File: src/hw/rtl/ctr_pkg.sv
// Shared types and constants for the colour temperature ramp.
// Used by ctr_ctrl, ctr_dpath and color_temperature_ramp; depends on nothing.
`default_nettype none

package ctr_pkg;

	// Field and datapath widths
	localparam int TEMP_W    = 16;
	localparam int FRAC_BITS = 16;
	localparam int ACC_W     = TEMP_W + FRAC_BITS;
	localparam int TIME_W    = 16;

	// Divider: one quotient bit per cycle over the whole magnitude
	localparam int DIV_STEPS = ACC_W;
	localparam int CNT_W     = $clog2(DIV_STEPS);

	// Request kinds
	typedef enum logic {
		KIND_MOVE = 1'b0,
		KIND_TICK = 1'b1
	} kind_t;

	// Controller states, one-hot
	typedef enum logic [2:0] {
		ST_IDLE = 3'b001,
		ST_DIV  = 3'b010,
		ST_FIN  = 3'b100
	} state_t;

	// Commands from controller to datapath
	typedef struct packed {
		logic load;    // latch move operands, set up the divider
		logic step;    // one restoring division step
		logic commit;  // finish a move, load the result
		logic tick;    // apply a tick, load the result
	} ctr_cmd_t;

endpackage

`default_nettype wire

File: src/hw/rtl/ctr_ctrl.sv
// Controller for the colour temperature ramp: state machine, divider step
// count and the result-valid flag. Depends on ctr_pkg.
`default_nettype none

module ctr_ctrl (
	input  wire logic          clk,
	input  wire logic          arst_n,
	input  wire logic          req_valid,
	input  wire logic          kind,
	output logic               req_stall,
	output logic               rsp_valid,
	input  wire logic          rsp_stall,
	output ctr_pkg::ctr_cmd_t  cmd
);
	import ctr_pkg::*;

	state_t             state_q, state_d;
	logic [CNT_W-1:0]   cnt_q, cnt_d;
	logic               rsp_valid_q, rsp_valid_d;
	logic               out_free;
	logic               accept;

	// Result slot is free when empty or being taken this cycle
	assign out_free  = !rsp_valid_q || !rsp_stall;
	assign req_stall = !((state_q == ST_IDLE) && out_free);
	assign accept    = req_valid && !req_stall;
	assign rsp_valid = rsp_valid_q;

	// Next state and commands
	always_comb begin
		state_d    = state_q;
		cnt_d      = cnt_q;
		cmd        = '0;
		unique case (state_q)
			ST_IDLE: begin
				if (accept) begin
					if (kind == KIND_TICK) begin
						cmd.tick = 1'b1;
					end else begin
						cmd.load = 1'b1;
						cnt_d    = CNT_W'(DIV_STEPS - 1);
						state_d  = ST_DIV;
					end
				end
			end
			ST_DIV: begin
				cmd.step = 1'b1;
				cnt_d    = cnt_q - 1'b1;
				if (cnt_q == '0) begin
					state_d = ST_FIN;
				end
			end
			ST_FIN: begin
				if (out_free) begin
					cmd.commit = 1'b1;
					state_d    = ST_IDLE;
				end
			end
			default: begin
				state_d = ST_IDLE;
			end
		endcase
	end

	// Result valid flag
	always_comb begin
		rsp_valid_d = rsp_valid_q;
		if (cmd.tick || cmd.commit) begin
			rsp_valid_d = 1'b1;
		end else if (!rsp_stall) begin
			rsp_valid_d = 1'b0;
		end
	end

	always_ff @(posedge clk or negedge arst_n) begin
		if (!arst_n) begin
			state_q     <= ST_IDLE;
			cnt_q       <= '0;
			rsp_valid_q <= 1'b0;
		end else begin
			state_q     <= state_d;
			cnt_q       <= cnt_d;
			rsp_valid_q <= rsp_valid_d;
		end
	end

endmodule

`default_nettype wire

File: src/hw/rtl/ctr_dpath.sv
// Datapath for the colour temperature ramp: ramp state, a bit-serial
// restoring divider and the result registers. Depends on ctr_pkg.
`default_nettype none

module ctr_dpath (
	input  wire logic                          clk,
	input  wire logic                          arst_n,
	input  wire ctr_pkg::ctr_cmd_t             cmd,
	input  wire logic [ctr_pkg::TEMP_W-1:0]    target_temp,
	input  wire logic [ctr_pkg::TIME_W-1:0]    transition_time,
	output logic      [ctr_pkg::TEMP_W-1:0]    color_temp,
	output logic                               busy_res
);
	import ctr_pkg::*;

	// Ramp state
	logic [ACC_W-1:0]   acc_q;
	logic [ACC_W-1:0]   rate_q;     // low 32 bits of the signed step; the sum wraps
	logic [TIME_W-1:0]  ticks_q;
	logic [TEMP_W-1:0]  target_q;

	// Move in flight
	logic [TIME_W-1:0]  mv_time_q;
	logic [TIME_W-1:0]  divisor_q;
	logic               neg_q;
	logic [TEMP_W-1:0]  rem_q;
	logic [ACC_W-1:0]   quot_q;

	// Result registers
	logic [TEMP_W-1:0]  color_q;
	logic               busy_q;

	logic [ACC_W-1:0]   goal;
	logic               diff_neg;
	logic [ACC_W-1:0]   mag;
	logic [TEMP_W:0]    shifted;
	logic [TEMP_W:0]    trial;
	logic               q_bit;
	logic [ACC_W-1:0]   rate_new;
	logic               immediate;
	logic [TIME_W-1:0]  ticks_dec;
	logic [ACC_W-1:0]   acc_sum;
	logic [ACC_W-1:0]   mv_goal;

	// Move set-up: sign and magnitude of goal - accumulator
	assign goal     = {target_temp, {FRAC_BITS{1'b0}}};
	assign diff_neg = goal < acc_q;
	assign mag      = diff_neg ? (acc_q - goal) : (goal - acc_q);

	// One restoring division step
	assign shifted = {rem_q, quot_q[ACC_W-1]};
	assign trial   = shifted - {1'b0, divisor_q};
	assign q_bit   = !trial[TEMP_W];

	// Move completion: signed step, immediate jump when step is zero or time is zero or one
	assign rate_new  = neg_q ? (ACC_W'(0) - quot_q) : quot_q;
	assign immediate = (quot_q == '0) || (divisor_q == TIME_W'(1));
	assign mv_goal   = {target_q, {FRAC_BITS{1'b0}}};

	// Tick arithmetic
	assign ticks_dec = (ticks_q != '0) ? (ticks_q - 1'b1) : ticks_q;
	assign acc_sum   = acc_q + rate_q;

	// Ramp state registers
	always_ff @(posedge clk or negedge arst_n) begin
		if (!arst_n) begin
			acc_q    <= '0;
			rate_q   <= '0;
			ticks_q  <= '0;
			target_q <= '0;
		end else begin
			if (cmd.load) begin
				target_q <= target_temp;
			end
			if (cmd.commit) begin
				rate_q <= rate_new;
				if (immediate) begin
					acc_q   <= mv_goal;
					ticks_q <= '0;
				end else begin
					ticks_q <= mv_time_q;
				end
			end
			if (cmd.tick) begin
				ticks_q <= ticks_dec;
				if (ticks_dec != '0) begin
					acc_q <= acc_sum;
				end
			end
		end
	end

	// Divider registers
	always_ff @(posedge clk) begin
		if (cmd.load) begin
			mv_time_q <= transition_time;
			divisor_q <= (transition_time == '0) ? TIME_W'(1) : transition_time;
			neg_q     <= diff_neg;
			rem_q     <= '0;
			quot_q    <= mag;
		end else if (cmd.step) begin
			rem_q  <= q_bit ? trial[TEMP_W-1:0] : shifted[TEMP_W-1:0];
			quot_q <= {quot_q[ACC_W-2:0], q_bit};
		end
	end

	// Result registers
	always_ff @(posedge clk or negedge arst_n) begin
		if (!arst_n) begin
			color_q <= '0;
			busy_q  <= 1'b0;
		end else if (cmd.commit) begin
			color_q <= immediate ? target_q : acc_q[ACC_W-1:FRAC_BITS];
			busy_q  <= !immediate && (mv_time_q != '0);
		end else if (cmd.tick) begin
			color_q <= (ticks_dec == '0) ? target_q : acc_sum[ACC_W-1:FRAC_BITS];
			busy_q  <= ticks_dec != '0;
		end
	end

	assign color_temp = color_q;
	assign busy_res   = busy_q;

endmodule

`default_nettype wire

File: src/hw/rtl/color_temperature_ramp.sv
// Top level of the colour temperature ramp: joins controller and datapath.
// Depends on ctr_pkg, ctr_ctrl and ctr_dpath.
//
//   channel   direction  handshake                 fields
//   request   in         req_valid / req_stall     kind, target_temp, transition_time
//   result    out        rsp_valid / rsp_stall     color_temp, busy_res
//
// A tick is applied when it is accepted: its result is in the output register the cycle after.
// A move runs through set-up, 32 divider steps (one quotient bit each) and commit.
// One request is in work at a time; the next is taken once the result register
// is empty or being taken. A stalled result holds and blocks the commit.
// Reset clears all ramp state to zero; no clearing pass.
`default_nettype none

module color_temperature_ramp (
	input  wire logic                          clk,
	input  wire logic                          arst_n,
	input  wire logic                          req_valid,
	output logic                               req_stall,
	input  wire logic                          kind,
	input  wire logic [ctr_pkg::TEMP_W-1:0]    target_temp,
	input  wire logic [ctr_pkg::TIME_W-1:0]    transition_time,
	output logic                               rsp_valid,
	input  wire logic                          rsp_stall,
	output logic      [ctr_pkg::TEMP_W-1:0]    color_temp,
	output logic                               busy_res
);
	import ctr_pkg::*;

	ctr_cmd_t cmd;

	ctr_ctrl u_ctrl (
		.clk       (clk),
		.arst_n    (arst_n),
		.req_valid (req_valid),
		.kind      (kind),
		.req_stall (req_stall),
		.rsp_valid (rsp_valid),
		.rsp_stall (rsp_stall),
		.cmd       (cmd)
	);

	ctr_dpath u_dpath (
		.clk             (clk),
		.arst_n          (arst_n),
		.cmd             (cmd),
		.target_temp     (target_temp),
		.transition_time (transition_time),
		.color_temp      (color_temp),
		.busy_res        (busy_res)
	);

endmodule

`default_nettype wire

File: config.mk
export PLATFORM = sky130hd
export DESIGN_NAME = color_temperature_ramp
export DESIGN_NICKNAME = d
export VERILOG_FILES = /design/src/hw/rtl/ctr_pkg.sv /design/src/hw/rtl/ctr_ctrl.sv /design/src/hw/rtl/ctr_dpath.sv /design/src/hw/rtl/color_temperature_ramp.sv
export SDC_FILE = /design/constraint.sdc
export NUM_CORES = 1
export LEC_CHECK = 0
export BUFFER_PORTS_ARGS = -buffer_cell sky130_fd_sc_hd__buf_2
export CAP_MARGIN = 20
export CORE_MARGIN = 5
export CORE_UTILIZATION = 62
export DETAILED_ROUTE_END_ITERATION = 12
export PLACE_DENSITY = 0.8
export SLEW_MARGIN = 20
export SYNTH_ARGS = -nofsm -noshare
export SYNTH_HDL_FRONTEND = slang
export SYNTH_SLANG_ARGS = --single-unit
File: constraint.sdc
create_clock -name clk -period 4.42 [get_ports clk]
set_clock_uncertainty 0.15 [all_clocks]
set_input_delay 0.884 -clock clk [delete_from_list [all_inputs] [get_ports clk]]
set_output_delay 0.884 -clock clk [all_outputs]
set_load 0.05 [all_outputs]
Yosys cells after proc, flatten, opt, wreduce, memory -nomap -nowiden
Index checks and enable logic that the tools add are counted.

Register bits after elaboration: 203. Input bits: 37. Output and inout port bits: 19.

Equal/unequal tests: 9. Magnitude comparators: 1. $add $sub $neg: 7. Reductions and logical operators: 23. Multiplexer cells: 38.

Operators by type and width (count): $mux W32 (8); $mux W16 (9); $sub A32 B32 Y32 (2); $reduce_bool A16 Y1 (3); $add A32 B32 Y32 (1); $logic_not A16 Y1 (2); $logic_not A32 Y1 (1); $lt A32 B32 Y1 (1); $sub A1 B32 Y32 const A (1); $sub A17 B16 Y17 (1); $eq A16 B1 Y1 const B (1); $sub A16 B1 Y16 const B (1); $mux W1 (13); $mux W3 (4); $mux W5 (2); $pmux W5 S2 (1); $pmux W3 S3 (1); $ne A2 B1 Y1 const B (4); $reduce_bool A2 Y1 (3); $logic_not A1 Y1 (5); $logic_not A5 Y1 (1); $sub A5 B1 Y5 const B (1); $reduce_and A4 Y1 (1); $eq A3 B1 Y1 const B (1); 6 further kinds (10).

Longest topological paths before layout
Gate-level depths: netlist of run 1.

Depth in word-level cells: 8. Mapped depth: 15. Depth with buffers taken out: 14.

By module
Synthesis of run 1 repeated with hierarchy kept, for this count alone.

Cells, all modules: 1551. Area, all modules: 13837.0 um^2.

Modules (own cells, without submodules): ctr_dpath (times used 1, area an instance 13332.8 um^2, cells each 1501, seq. area each 5099.9 um^2); ctr_ctrl (times used 1, area an instance 504.2 um^2, cells each 50, seq. area each 226.5 um^2).

Least setup slack after synthesis of run 1
Ideal clock, no wire load.

Path kind: register -> register. Start point: register u_dpath.ticks_q[0]. End point: register u_dpath.color_q[12] (netlist: u_dpath.color_temp[12]). Stages on the path, launching flop included: 12. Setup slack: 0.910 ns. Arrival: 3.229 ns. Library setup time: 0.131 ns. Period minus slack after synthesis: 3.510 ns. Path through: dfrtp_1 > inv_1 > ha_1 > or4b_1 > nor4_1 > mux2_2 > a211oi_1 > nand4b_1 > o21a_1 > o221ai_1 > nor3b_1 > or3_1.

Longest elaborated chain between the ends: 6. Elaborated cells on any way between the ends: 7.

RTL lines: start: declaration (line ctr_dpath.sv:19) `logic [TIME_W-1:0] ticks_q;`; start signal: assignment (line ctr_dpath.sv:81) `ticks_q <= mv_time_q;`; start signal: assignment (line ctr_dpath.sv:85) `ticks_q <= ticks_dec;`; $sub A16 B1 Y16 / $reduce_bool A16 Y1 (equally long branches) (line ctr_dpath.sv:61) `assign ticks_dec = (ticks_q != '0) ? (ticks_q - 1'b1) : ticks_q;`; $mux W16 (*) (line ctr_dpath.sv:61); $logic_not A16 Y1 (*) (line ctr_dpath.sv:116) `color_q <= (ticks_dec == '0) ? target_q : acc_sum[ACC_W-1:FRAC_BITS];`; $mux W16 (*) (line ctr_dpath.sv:116); $mux W16 (*) (line ctr_dpath.sv:115) `end else if (cmd.tick) begin`; $mux W16 (*) (line ctr_dpath.sv:112) `end else if (cmd.commit) begin`; end signal: assignment (line ctr_dpath.sv:113) `color_q <= immediate ? target_q : acc_q[ACC_W-1:FRAC_BITS];`; end signal: assignment (line ctr_dpath.sv:116); end: declaration (line ctr_dpath.sv:30) `logic [TEMP_W-1:0] color_q;`.

Mark *: on every way between the ends. The rest lies on a longest branch, timed or not. The select of a mux whose other input is x is not followed. A chain may end at the register's enable or synchronous reset.

Worst setup path after layout of run 1
Start point: register u_dpath.ticks_q[0]. End point: register u_dpath.acc_q[19].

Longest elaborated chain between the ends: 5. Elaborated cells on any way between the ends: 6.

RTL lines: $sub A16 B1 Y16 / $reduce_bool A16 Y1 (equally long branches) (line ctr_dpath.sv:61); $mux W16 (*) (line ctr_dpath.sv:61); $reduce_bool A16 Y1 (*) (line ctr_dpath.sv:86) `if (ticks_dec != '0) begin`; $mux W32 (*) (line ctr_dpath.sv:86); $mux W32 (*) (line ctr_dpath.sv:84) `if (cmd.tick) begin`; end signal: assignment (line ctr_dpath.sv:78) `acc_q <= mv_goal;`; end signal: assignment (line ctr_dpath.sv:87) `acc_q <= acc_sum;`; end: declaration (line ctr_dpath.sv:17) `logic [ACC_W-1:0] acc_q;`.

Mark *: on every way between the ends. The rest lies on a longest branch, timed or not.

==> impl.org, run 1 <==
** Power
- The share of total power dissipated in sequential elements is 0.388.
- Share of power burned in the clock network :: 0.277
- Cell internal power dissipation :: 4040 uW
- Leakage power :: 0.006696 uW
- The analysis attributes to net switching a power of 2481 uW.
- IR analysis of the VDD net gives a maximum drop of 0.0003355 V.
- Of the total power, the share spent switching nets is 0.3804.
- The share of total power dissipated in combinational logic is 0.335.
- Power per Cell Area :: 431.9 mW/mm^2
- After layout, the design draws a total of 6521 uW.

** Clocking
- Total clock sinks :: 203
- CTS clk-pin slew, worst paths :: 70 ps
- CTS tree :: yes
- After clock tree synthesis, the repair step resized 0 gates.
- For this design, the CTS-stage hold fixing added 0 buffers.
- Number of buffers inserted to repair setup after CTS :: 0
- The clock passes through at most 3 buffers.
- H-tree levels :: 1
- Worst-Skew Late Latency :: 510 ps
- Counting the buffers created by CTS gives 23.
- Clock tree root buffer cell :: clkbuf_16

** Min path
- Type of the worst min-delay path :: primary input to async pin

** STA
- Max frequency :: 0.2410 GHz
- At the pin with the least slew margin, the transition time is 1052 ps.
- Setup total negative slack on the finished layout was measured at 0 ps.
- Share of the clock period used by the worst path after layout :: 0.9387
- Number of endpoints with negative hold slack in the final report :: 0
- Count of endpoints failing setup in the final report :: 0
- The total count of max-transition violations in the final report is 0.
- Setup repair after global routing left no endpoint under its margin.
- The worst pin sits at a relative slew slack of 0.2961.
- The worst path needs 4149 ps of the cycle, external delays included.

** Synth
- Share of the yosys chip area belonging to registers :: 0.3860
- After synthesis, the netlist uses 81 different library cells.
- Area contributors post-synth :: dfrtp_1 (22%), edfxtp_1 (14%), ha_1 (7.4%)
- Synth top cells by count :: nand2_1 (185), o21ai_0 (161), dfrtp_1 (121)
- Top-count cell post-synth :: nand2_1
- The synthesized design spends more area on one cell type than any other, namely dfrtp_1.
- For this run, the number of Yosys warnings is 0.
- Post-synth design cell area :: 0.01380 sq mm
- When the netlist entered floorplanning its net count stood at 1706.
- Count of flip-flops with a built-in enable after synthesis :: 65
- For this run, asynchronously set or reset flops after synthesis account for 0.6010.
- Synthesis produced 1584 cells.
- After synthesis the netlist holds a flip-flop and latch count of 203.
- Most frequently used flop master after synthesis :: dfrtp_1
- The share of synthesized area in the top cell type comes to 0.2194.
- Syn_area_per_cell :: 8.711 sq um

** Cells and area
- Non-filler cells, final :: 1908
- In the final design database the tool counted 1734 nets.
- Once layout is done, the placed cells without fillers occupy 0.01510 sq mm.
- At the end of the flow the core is filled with cells to 0.6897.
- Compared with the post-synthesis result, the final layout area differs by 9.421%.
- In the final layout, the share of cells above drive strength 1 is 0.1038.
- Fillers :: 1802
- The number of antenna diodes in the final layout is 0.

** Drt
- Summed over all layers, the routed wires come to 39660 um.
- Per-cell routed wire length :: 20.78 um
- The routed layout has 12490 vias.
- Vias per inst :: 6.544
- Before antenna repair, the detailed router went through 5 iterations.
- Detailed Route Iter0 Violations :: 1362
- Once detail routing completed, the nets flagged for antenna violations numbered 0.
- DRC viols :: 0

** Global route
- Routing usage on met1 :: 0.4411
- Entering global routing, the biggest net connects 123 pins.
- Remaining Overflow, GRT :: 0
- Number of antenna violations at the first check in global routing :: 0
- For this run, global-route usage on met2 was measured as 0.4699.
- After global routing, the most crowded layer is met2.
- In the global route stage, overall resource usage came out at 0.3042.
- The first global-routing pass estimated 63740 um of wire.
- In the global route stage, met3 resource usage came out at 0.05488.
- The via count of the first global-routing pass is 11810.

** Floorplan
- Placeable core region :: 0.02189 sq mm
- For this configuration, the core starts out at a cell density of 0.6303.
- Die extent in x :: 159.2 um
- Pin placement for this block handled 56 I/O pins.
- Placement row count :: 54
- The die covers 0.02534 sq mm.
- Vert. Die Dim :: 159.2 um

** Placed design
- At the end of routability-driven placement, the weighted congestion stood at 0.9620.
- In this run, placement finished with an instance count of 1867.
- I/O Buffers :: 55
- Summed over all nets, the half-perimeter wirelength after detailed placement is 29240 um.
- Cell area after placement :: 0.01439 sq mm

** Setup path
- Worst Setup Start Kind :: flip-flop
- The worst setup path is captured at a flip-flop.
- At the worst endpoint, the required time is 4680 ps.
- Type of the worst setup path :: flip-flop to flip-flop
- Data on the critical path arrives at its endpoint at 4410 ps.
- Highest fanout seen on the critical path :: 22

** Run status
- The run finished with clean final reports.

** Flow run
- Maximum Capacitance Violations :: 0
-- final timing paths --
kind,from,endpoint,slack [ps],depth (start not counted)
worst max-delay path,u_dpath.ticks_q[0],u_dpath.acc_q[19],270,12
worst min-delay path,arst_n,u_dpath.rate_q[4],260,2
worst max register to register,u_dpath.ticks_q[0],u_dpath.acc_q[19],270,12
worst min register to register,u_ctrl.state_q[2],u_ctrl.state_q[1],330,1
max in group asynchronous,arst_n,u_ctrl.cnt_q[4],3230,2
min in group clk,u_ctrl.state_q[2],u_ctrl.state_q[1],330,1
-- layout make-up --
class	instances	area, sq um	share of cell area
clock inverters	17	112.6	0.007458
repair buffers	91	560.5	0.03713
inverters	92	345.3	0.02287
flip-flops and latches	203	5326	0.3528
well taps	280	350.3	0.02320
multi-input cells	1201	7814	0.5175
clock buffers	24	589.3	0.03903
-- per-layer routing --
layer / part of all wire / vias up
met2: 0.45 / 605
met4: 0.030 / 0
met1: 0.44 / 5992
li1: - / 5789
met5: 0 / -
met3: 0.088 / 99
-- flip-flops by register name (all words and copies together), names as in the netlist --
register            flops
u_ctrl.cnt_q            5
u_ctrl.rsp_valid        1
u_ctrl.state_q          3
u_dpath.acc_q          32
u_dpath.busy_res        1
u_dpath.color_temp     16
u_dpath.divisor_q      16
u_dpath.mv_time_q      16
u_dpath.neg_q           1
u_dpath.quot_q         32
u_dpath.rate_q         32
u_dpath.rem_q          16
u_dpath.target_q       16
u_dpath.ticks_q        16
-- placed cells by master, fill, tap and decap left out, drive strengths merged, types with 10 or more instances in the layout --
master	count
a21o	30
dfxtp	16
a211oi	19
o21ai	171
o31ai	20
nor3	47
nand2	185
a31oi	13
nor2	69
dfrtp	121
edfxtp	65
clkbuf	24
ha	82
nor4	26
mux2i	26
nor2b	15
o21a	13
a21oi	115
clkinv	15
nand3	44
o211ai	10
inv	92
buf	91
o22ai	11
and3	14
or2	16
nand2b	18
or3	15
xnor2	43
xor2	59
a221o	11
or4	11
-- critical path, cell delays in order (launching register included) --
cell and delay, ps:
dfrtp_1 410, inv_1 120, ha_1 250, or4b_1 530, nor4_1 470, mux2_2 390, a211oi_1 220, nand4b_1 220
buf_4 240, nand2_1 420, buf_4 350, nor2_1 90, a31oi_1 170
-- power by group through the flow --
| stage | sequential [uW] | clock [uW] | combinational [uW] |
|---|---|---|---|
| after floorplan | 2600 | 0 | 1440 |
| after global placement | 2540 | 0 | 2110 |
| after detailed placement | 2550 | 0 | 2140 |
| after CTS | 2510 | 1830 | 2150 |
| after global routing | 2550 | 1900 | 2390 |
| final | 2530 | 1810 | 2180 |
-- stage by stage --
step           setup slack (ps)  hold slack (ps)
6_report                  270.8            263.0
5_1_grt                   56.91            332.7
4_1_cts                   345.0            314.6
3_5_place_dp              315.9            311.8
3_3_place_gp              373.1            299.8
2_1_floorplan             909.6            285.8
-- cell families (layout without fill, tap and decap cells) --
kind of cell | count (synthesis) | in the layout | synth area share
buffers and inverters | 180 | 224 | 0.04960
AOI/OAI and AO/OA | 482 | 482 | 0.2191
DFF | 203 | 203 | 0.3860
xor gates and xnor gates | 102 | 102 | 0.06474
and+or+nand+nor | 499 | 499 | 0.1773
muxes | 33 | 33 | 0.02457
adders and majority gates | 85 | 85 | 0.07871
No activity file was read; power rests on OpenSTA's default activity.
==> run 2, diff against run 1 <==
--- a/config.mk
+++ b/config.mk
@@ -14,4 +14,5 @@
 export SLEW_MARGIN = 20
 export SYNTH_ARGS = -nofsm -noshare
 export SYNTH_HDL_FRONTEND = slang
+export SYNTH_HIERARCHICAL = 1
 export SYNTH_SLANG_ARGS = --single-unit
==> run 2 against run 1 <==
Against the previous run: area after synthesis grew 0.28%; sequential power grew 11%; register-to-register slack gained 170 ps; largest cell class unchanged; largest power group is now combinational cells.
==> impl.org, run 2 <==
** Floorplan
- Placement row count :: 54
- The die covers 0.02541 sq mm.
- Number of ports placed on the die boundary :: 56
- The core region is 0.02189 sq mm.
- Measured along the x axis, the die boundary spans 159.4 um.
- The die is 159.4 um tall.
- Starting density of the core :: 0.6321

** Drt
- DRC viols :: 0
- After the first detailed-routing iteration, the DRC count stood at 994.
- Detailed routing inserted a total of 11950 vias.
- Dividing the detail-routed wire length by the instance count gives 19.56 um.
- Once detail routing completed, the nets flagged for antenna violations numbered 0.
- Vias per inst :: 6.397
- The first TritonRoute pass finished after 5 iterations.
- Aggregate routed wire length :: 36550 um

** Power
- Power consumption :: 9498 uW
- VDD sags by at most 0.0004493 V.
- Leakage power :: 0.006321 uW
- Power per Cell Area :: 630.2 mW/mm^2

** Synth
- The biggest area contributor in the post-synthesis netlist is dfrtp_1.
- The synthesized netlist contains 76 unique library cells.
- In this run, synthesis produced a sequential element count of 203.
- The share of the Yosys chip area taken by registers is 0.3849.
- Yosys mapped a number of flops with a built-in enable equal to 65.
- By area the synthesized netlist is led by dfrtp_1 (22%), edfxtp_1 (14%), ha_1 (7.3%).
- Ys async rst share :: 0.6010
- Count of synthesis-stage warnings from yosys :: 6
- Of the post-synthesis cell area, the dominant cell type holds 0.2188.
- Syn_area_per_cell :: 8.921 sq um
- Synthesis produced a netlist whose cell count is 1551.
- Most frequently used flop master after synthesis :: dfrtp_1
- Summing every instance area after synthesis gives 0.01384 sq mm.
- Sorting the synthesized cells by how often they occur yields a21oi_1 (160), nor2_1 (154), dfrtp_1 (121).
- The most common cell in the synthesized netlist is a21oi_1.
- When the netlist entered floorplanning its net count stood at 1672.

** STA
- Count of endpoints failing setup in the final report :: 0
- Slew Limit Headroom :: 0.2602
- Of the available clock period, the critical path in the final layout requires 0.9003.
- Worst Tran Pin Value :: 1106 ps
- Final min period :: 3979 ps
- Final hold analysis gives a worst-case slack of 344.1 ps.
- Setup TNS Final :: 0 ps
- RSZ-0062 raised after global routing :: false
- The final hold violation count was 0.
- After layout, the worst setup slack is 440.6 ps.
- Total count of max-transition violations in the final report :: 0
- Max frequency :: 0.2513 GHz

** Placed design
- Routability-driven placement finished with a final weighted congestion of 0.9552.
- I/O Buffers :: 55
- Timing analysis after detailed placement gives a worst setup slack of 333.1 ps.
- HPWL Detailed :: 26330 um

** Setup path
- The worst setup path is launched from a flip-flop.
- Data arrival time of the worst path :: 4250 ps
- The slowest stage of the critical path belongs to the cell or4_1.
- Along the worst path, the maximum fanout reaches 9.
- Type of destination of the critical path :: flip-flop
- Type of the worst setup path :: flip-flop to flip-flop
- Data on the critical path is required at its endpoint by 4690 ps.
- Chain of cells forming the critical path :: inv_1, ha_1, nor3b_1, nand4b_1, o21ai_0, xor2_1, nand4_1, or4_1, nand2_1, nor2_1, nor3_1
- Slowest Stage Delay on Critical Path :: 740 ps

** Flow run
- Maximum Capacitance Violations :: 0

** Cells and area
- The largest registers in the layout are u_dpath/acc_q (32), u_dpath/quot_q (32), u_dpath/rate_q (32).
- Final net count :: 1691
- Antenna diodes :: 0
- Leaving out fill and tap cells, the most frequent cell in the layout is a21oi_1.
- Most used cells in the layout excluding fill and tap cells :: a21oi_1 (160), nor2_1 (154), dfrtp_1 (121), nand2_1 (107), o21ai_0 (87)
- In the final layout, the share of cells above drive strength 1 is 0.1014.
- Relative to the synthesized area, the layout overhead comes to 8.925%.

** Global route
- The first global-routing pass estimated 59990 um of wire.
- The via count of the first global-routing pass was 11840.
- Number of antenna violations at the first check in global routing :: 0
- After global routing the overflow that remains totals 0.
- GRT Resource Usage Total :: 0.2810
- Entering global routing, the biggest net connects 115 pins.

** Clocking
- The number of hold buffers added after CTS was 0.
- In this run the deepest clock path goes through 3 buffers.
- Once the clock tree was built, the setup fixing pass inserted 0 buffers.
- CTS saw 203 sinks.
- CTS tree :: yes
- CTS built an H-tree with a depth of 1.
- The number of clock buffers added by TritonCTS is 24.
- Worst-Skew Late Latency :: 530 ps
- The tree is rooted in a clkbuf_16.
- CTS clk-pin slew, worst paths :: 60 ps
- Total of cells resized after clock tree synthesis :: 0

** Min path
- The worst hold path belongs to the class flip-flop to flip-flop.

** Run status
- Outcome :: complete, no violations
==> run 2: final timing paths <==
check,start,endpoint,slack (ps),cells past startpoint
setup reg to reg,u_dpath/ticks_q[0],u_dpath/color_temp[7],440,11
min in group asynchronous,arst_n,u_dpath/rate_q[25],350,1
hold reg to reg,u_dpath/mv_time_q[0],u_dpath/ticks_q[0],340,1
max in group asynchronous,arst_n,u_ctrl/state_q[0],2780,2
hold / removal,u_dpath/mv_time_q[0],u_dpath/ticks_q[0],340,1
setup / recovery,u_dpath/ticks_q[0],u_dpath/color_temp[7],440,11
==> run 2: final cells by class <==
class / instances / area, sq um
clock buffer: 37 / 670.6
clock inverter: 7 / 46.29
fill: 1745 / 6819
inverter: 86 / 337.8
multi-input combinational: 1176 / 7850
sequential: 203 / 5326
tap: 280 / 350.3
timing repair buffer: 79 / 490.5
==> run 2: critical path: cells and delay by family, from the launching register on <==
family,cells,cell delay [ps]
adder cells (fa/ha/maj),1,190
AND/OR/NAND/NOR,7,2360
buffers and inverters,1,120
AO/OA/AOI/OAI,1,420
flip-flops,1,410
XOR/XNOR,1,220
==> run 2: kinds of logic after synthesis <==
family	share of synthesized area
buffers and inverters	0.04919
AND/OR/NAND/NOR	0.1614
flip-flops	0.3849
AO/OA/AOI/OAI	0.2102
adder cells (fa/ha/maj)	0.07758
XOR/XNOR	0.06773
multiplexers	0.04892
==> run 2: per-layer routing <==
metal / up-vias / global-route usage / part of all wire
met5: - / 0 / 0
met4: 0 / 0.1144 / 0.043
met3: 104 / 0.03987 / 0.062
met2: 454 / 0.4745 / 0.48
met1: 5727 / 0.3650 / 0.41
li1: 5665 / - / -
==> run 2: where the power goes <==
group	internal [uW]	switching, uW
clock	1050	783
sequential	2360	449
combinational	1960	2900
total	5370	4130
==> run 2: metrics by stage <==
step	area [sq um]	util	cells
finish	15070	0.6885	1868
global route	15070	0.6885	1868
CTS	15060	0.6878	1867
detailed placement	14340	0.6551	1823
global placement	14340	0.6551	1823
floorplan	13840	-	1551
==> run 3, diff against run 2 <==
==> constraint.sdc (replaced) <==
create_clock -name clk -period 4.42 [get_ports clk]
set_clock_uncertainty 0.15 [all_clocks]
set_input_delay 0.663 -clock clk [delete_from_list [all_inputs] [get_ports clk]]
set_output_delay 0.663 -clock clk [all_outputs]
set_load 0.05 [all_outputs]
==> run 3 against run 2 <==
Against the previous run: count of clock-buffer cells in the layout down 11; cell area about the same; critical path depth down 1; cell count down 0.54%; flip-flop and latch count unchanged; power up 0.35%; combinational power about the same; largest cell class unchanged; highest routed layer unchanged.
==> impl.org, run 3 (same netlist as run 2, synthesis figures left out) <==
** Global route
- After global routing the overflow that remains totals 0.
- Via count of the first global-routing pass :: 11580
- First-pass GRT wire length :: 58460 um
- GRT Resource Usage Total :: 0.2726
- Entering global routing, the biggest net connects 97 pins.
- The initial antenna violation count was 0.

** Floorplan
- The die covers 0.02541 sq mm.
- The die is 159.4 um wide.
- For this configuration, the core starts out at a cell density of 0.6321.
- The initialized floorplan defines 54 standard-cell rows.
- Number of ports placed on the die boundary :: 56
- Vert. Die Dim :: 159.4 um
- The region available for standard cell placement spans 0.02189 sq mm.

** Clocking
- For the worst-skew pair, the clock arrives at the later sink with an insertion delay of 520 ps.
- The number of gates resized after CTS was 0.
- Maximum root-to-sink buffer count :: 3
- TritonCTS built the clock tree.
- CTS saw 203 sinks.
- Quantity of hold-fixing buffers added after cts :: 0
- Number of buffers inserted to repair setup after CTS :: 0
- The tree is rooted in a clkbuf_16.
- CTS built an H-tree with a depth of 1.
- Total clock buffers created by CTS :: 23
- Clock-pin slew was measured on the worst setup and hold paths at 60 ps.

** Drt
- Top routing layer used :: met4
- Routed met1 length :: 14980 um
- The first TritonRoute pass finished after 6 iterations.
- The routed design has 35800 um of wire.
- After detailed routing, the number of remaining DRC violations is 0.
- In this run, the number of DRC markers left after iteration 0 of detailed routing was 1143.
- DR vias :: 11910
- The routed design uses 2096 um of met3 wire.
- The detail route stage leaves a number of antenna-violating nets equal to 0.
- In the routed layout, each cell is associated on average with a via count of 6.408.
- Detailed route wirelength on metal2 :: 17050 um
- Dividing the detail-routed wire length by the instance count gives 19.27 um.

** Power
- Power dissipated by switching net loads :: 4115 uW
- Of the total power, the clock network draws 0.199.
- The internal portion of the total power is 5416 uW.
- Dividing total power by cell area gives a power density of 632.5 mW/mm^2.
- Sequential power share :: 0.294
- Part of the power in combinational logic :: 0.507
- Highest ir drop seen on vdd :: 0.0003391 V
- The design draws 9531 uW.
- Of the total power, the share spent switching nets is 0.4318.
- Leakage power :: 0.006307 uW

** Placed design
- HPWL Detailed :: 25560 um
- I/O Buffers :: 55
- Counting tap cells, the placed design contains a total of 1815 instances.
- The placed instances occupy a cell area of 0.01429 sq mm.
- RD Place Congestion :: 1.037

** Cells and area
- For this run, the post-layout net count is 1682.
- Cell area after layout :: 0.01507 sq mm
- Non-filler cells, final :: 1858
- Multi-input logic area :: 0.007850 sq mm
- Most common cell after layout, fill and taps aside :: a21oi_1
- Register area :: 0.005326 sq mm
- In the layout the commonest cells are a21oi_1 (160), nor2_1 (154), dfrtp_1 (121), nand2_1 (107), o21ai_0 (87).
- In the final layout, the share of cells above drive strength 1 is 0.1020.
- The area growth from synthesis to layout is 8.907%.
- Counting the fill cells in the layout gives 1717.
- Largest registers ranked by flip-flop count :: u_dpath/acc_q (32), u_dpath/quot_q (32), u_dpath/rate_q (32)
- Antenna diodes :: 0

** STA
- The final hold violation count is 0.
- Worst hold slack across all endpoints :: 105.9 ps
- Dividing the final minimum period by the clock period gives 0.9300.
- Setup total negative slack on the finished layout was measured at 0 ps.
- At the pin with the least slew margin, the transition time is 1215 ps.
- Count of endpoints failing setup in the final report :: 0
- RSZ-0062 raised after global routing :: false
- The total count of max-transition violations in the final report came to 0.
- Headroom to the max-slew limit came out at 0.1869.
- Based on the critical path, the design can be clocked at up to 0.2433 GHz.
- The smallest clock period supported by the final layout is computed as 4110 ps.

** Setup path
- The worst register-to-register path ends at u_dpath/quot_q[29].
- The signal on the critical path passes through or4_1, or3_1, nor4_1, o31a_1, a41o_1, inv_2, nor3_1, o21bai_1, xnor2_1, mux2_2.
- Counting cells, the worst reg-to-reg path comes to 10.
- The setup check on the worst reg-to-reg path leaves a slack of 310 ps.
- Critical register-to-register path startpoint :: u_dpath/acc_q[10]
- The worst setup path is captured at a flip-flop.
- The slowest stage of the critical path is the or4_1 cell.
- Data required time at the worst endpoint :: 4530 ps
- In this run the worst path has a maximum fanout of 22.
- For the worst setup path, the data arrival time is 4220 ps.
- STA classifies the critical path startpoint as a flip-flop.
- Slowest Stage Delay on Critical Path :: 570 ps
- The worst setup path is of the flip-flop to flip-flop kind.

** Run status
- The flow ran to the end, and the final reports show no timing, DRC or antenna violations.

** Min path
- The min-delay analysis places its worst path in the category primary input to async pin.

** Flow run
- Maximum Capacitance Violations :: 0
-- run 3: worst max path at each step --
| stage | from | end | slack (ps) | cells past startpoint |
|---|---|---|---|---|
| after floorplan | target_temp[4] | u_dpath/quot_q[16] | 770 | 13 |
| after global placement | target_temp[4] | u_dpath/quot_q[29] | 440 | 13 |
| after detailed placement | target_temp[5] | u_dpath/quot_q[29] | 320 | 13 |
| after CTS | u_dpath/acc_q[10] | u_dpath/quot_q[29] | 350 | 10 |
| after global routing | u_dpath/acc_q[10] | u_dpath/quot_q[29] | 140 | 10 |
| final | u_dpath/acc_q[10] | u_dpath/quot_q[29] | 310 | 10 |
-- run 3: cell type report --
type                    instances  area share
clock buffers                  26     0.04035
flip-flops and latches        203      0.3535
repair buffers                 71     0.03022
well taps                     280     0.02325
inverters                      86     0.02242
multi-input cells            1176      0.5209
clock inverters                16    0.009382
-- run 3: routing by layer --
metal,up-vias,GRT usage
li1,5641,-
met1,5714,0.3599
met2,450,0.4587
met3,101,0.02873
met4,0,0.1159
met5,-,0
-- run 3: power by group through the flow --
stage | clock network (uW) | logic [uW] | registers [uW]
2_1_floorplan | 0 | 3440 | 2950
6_report | 1900 | 4830 | 2800
4_1_cts | 1920 | 4750 | 2800
5_1_grt | 2010 | 5310 | 2850
3_3_place_gp | 0 | 4640 | 2810
3_5_place_dp | 0 | 4710 | 2830
-- run 3: critical path, delay by kind of cell (launching register included) --
kind	cells	cell delay [ps]
xor gates and xnor gates	1	130
AOI/OAI and AO/OA	3	930
buffers and inverters	1	290
and+or+nand+nor	4	1670
DFF	1	430
muxes	1	260
-- run 3: through the flow --
| stage | setup WS, ps | util |
|---|---|---|
| detailed placement | 321.9 | 0.6529 |
| floorplan | 772.4 | - |
| global placement | 438.7 | 0.6529 |
| finish | 309.6 | 0.6884 |
| CTS | 350.8 | 0.6871 |
| global route | 137.2 | 0.6884 |
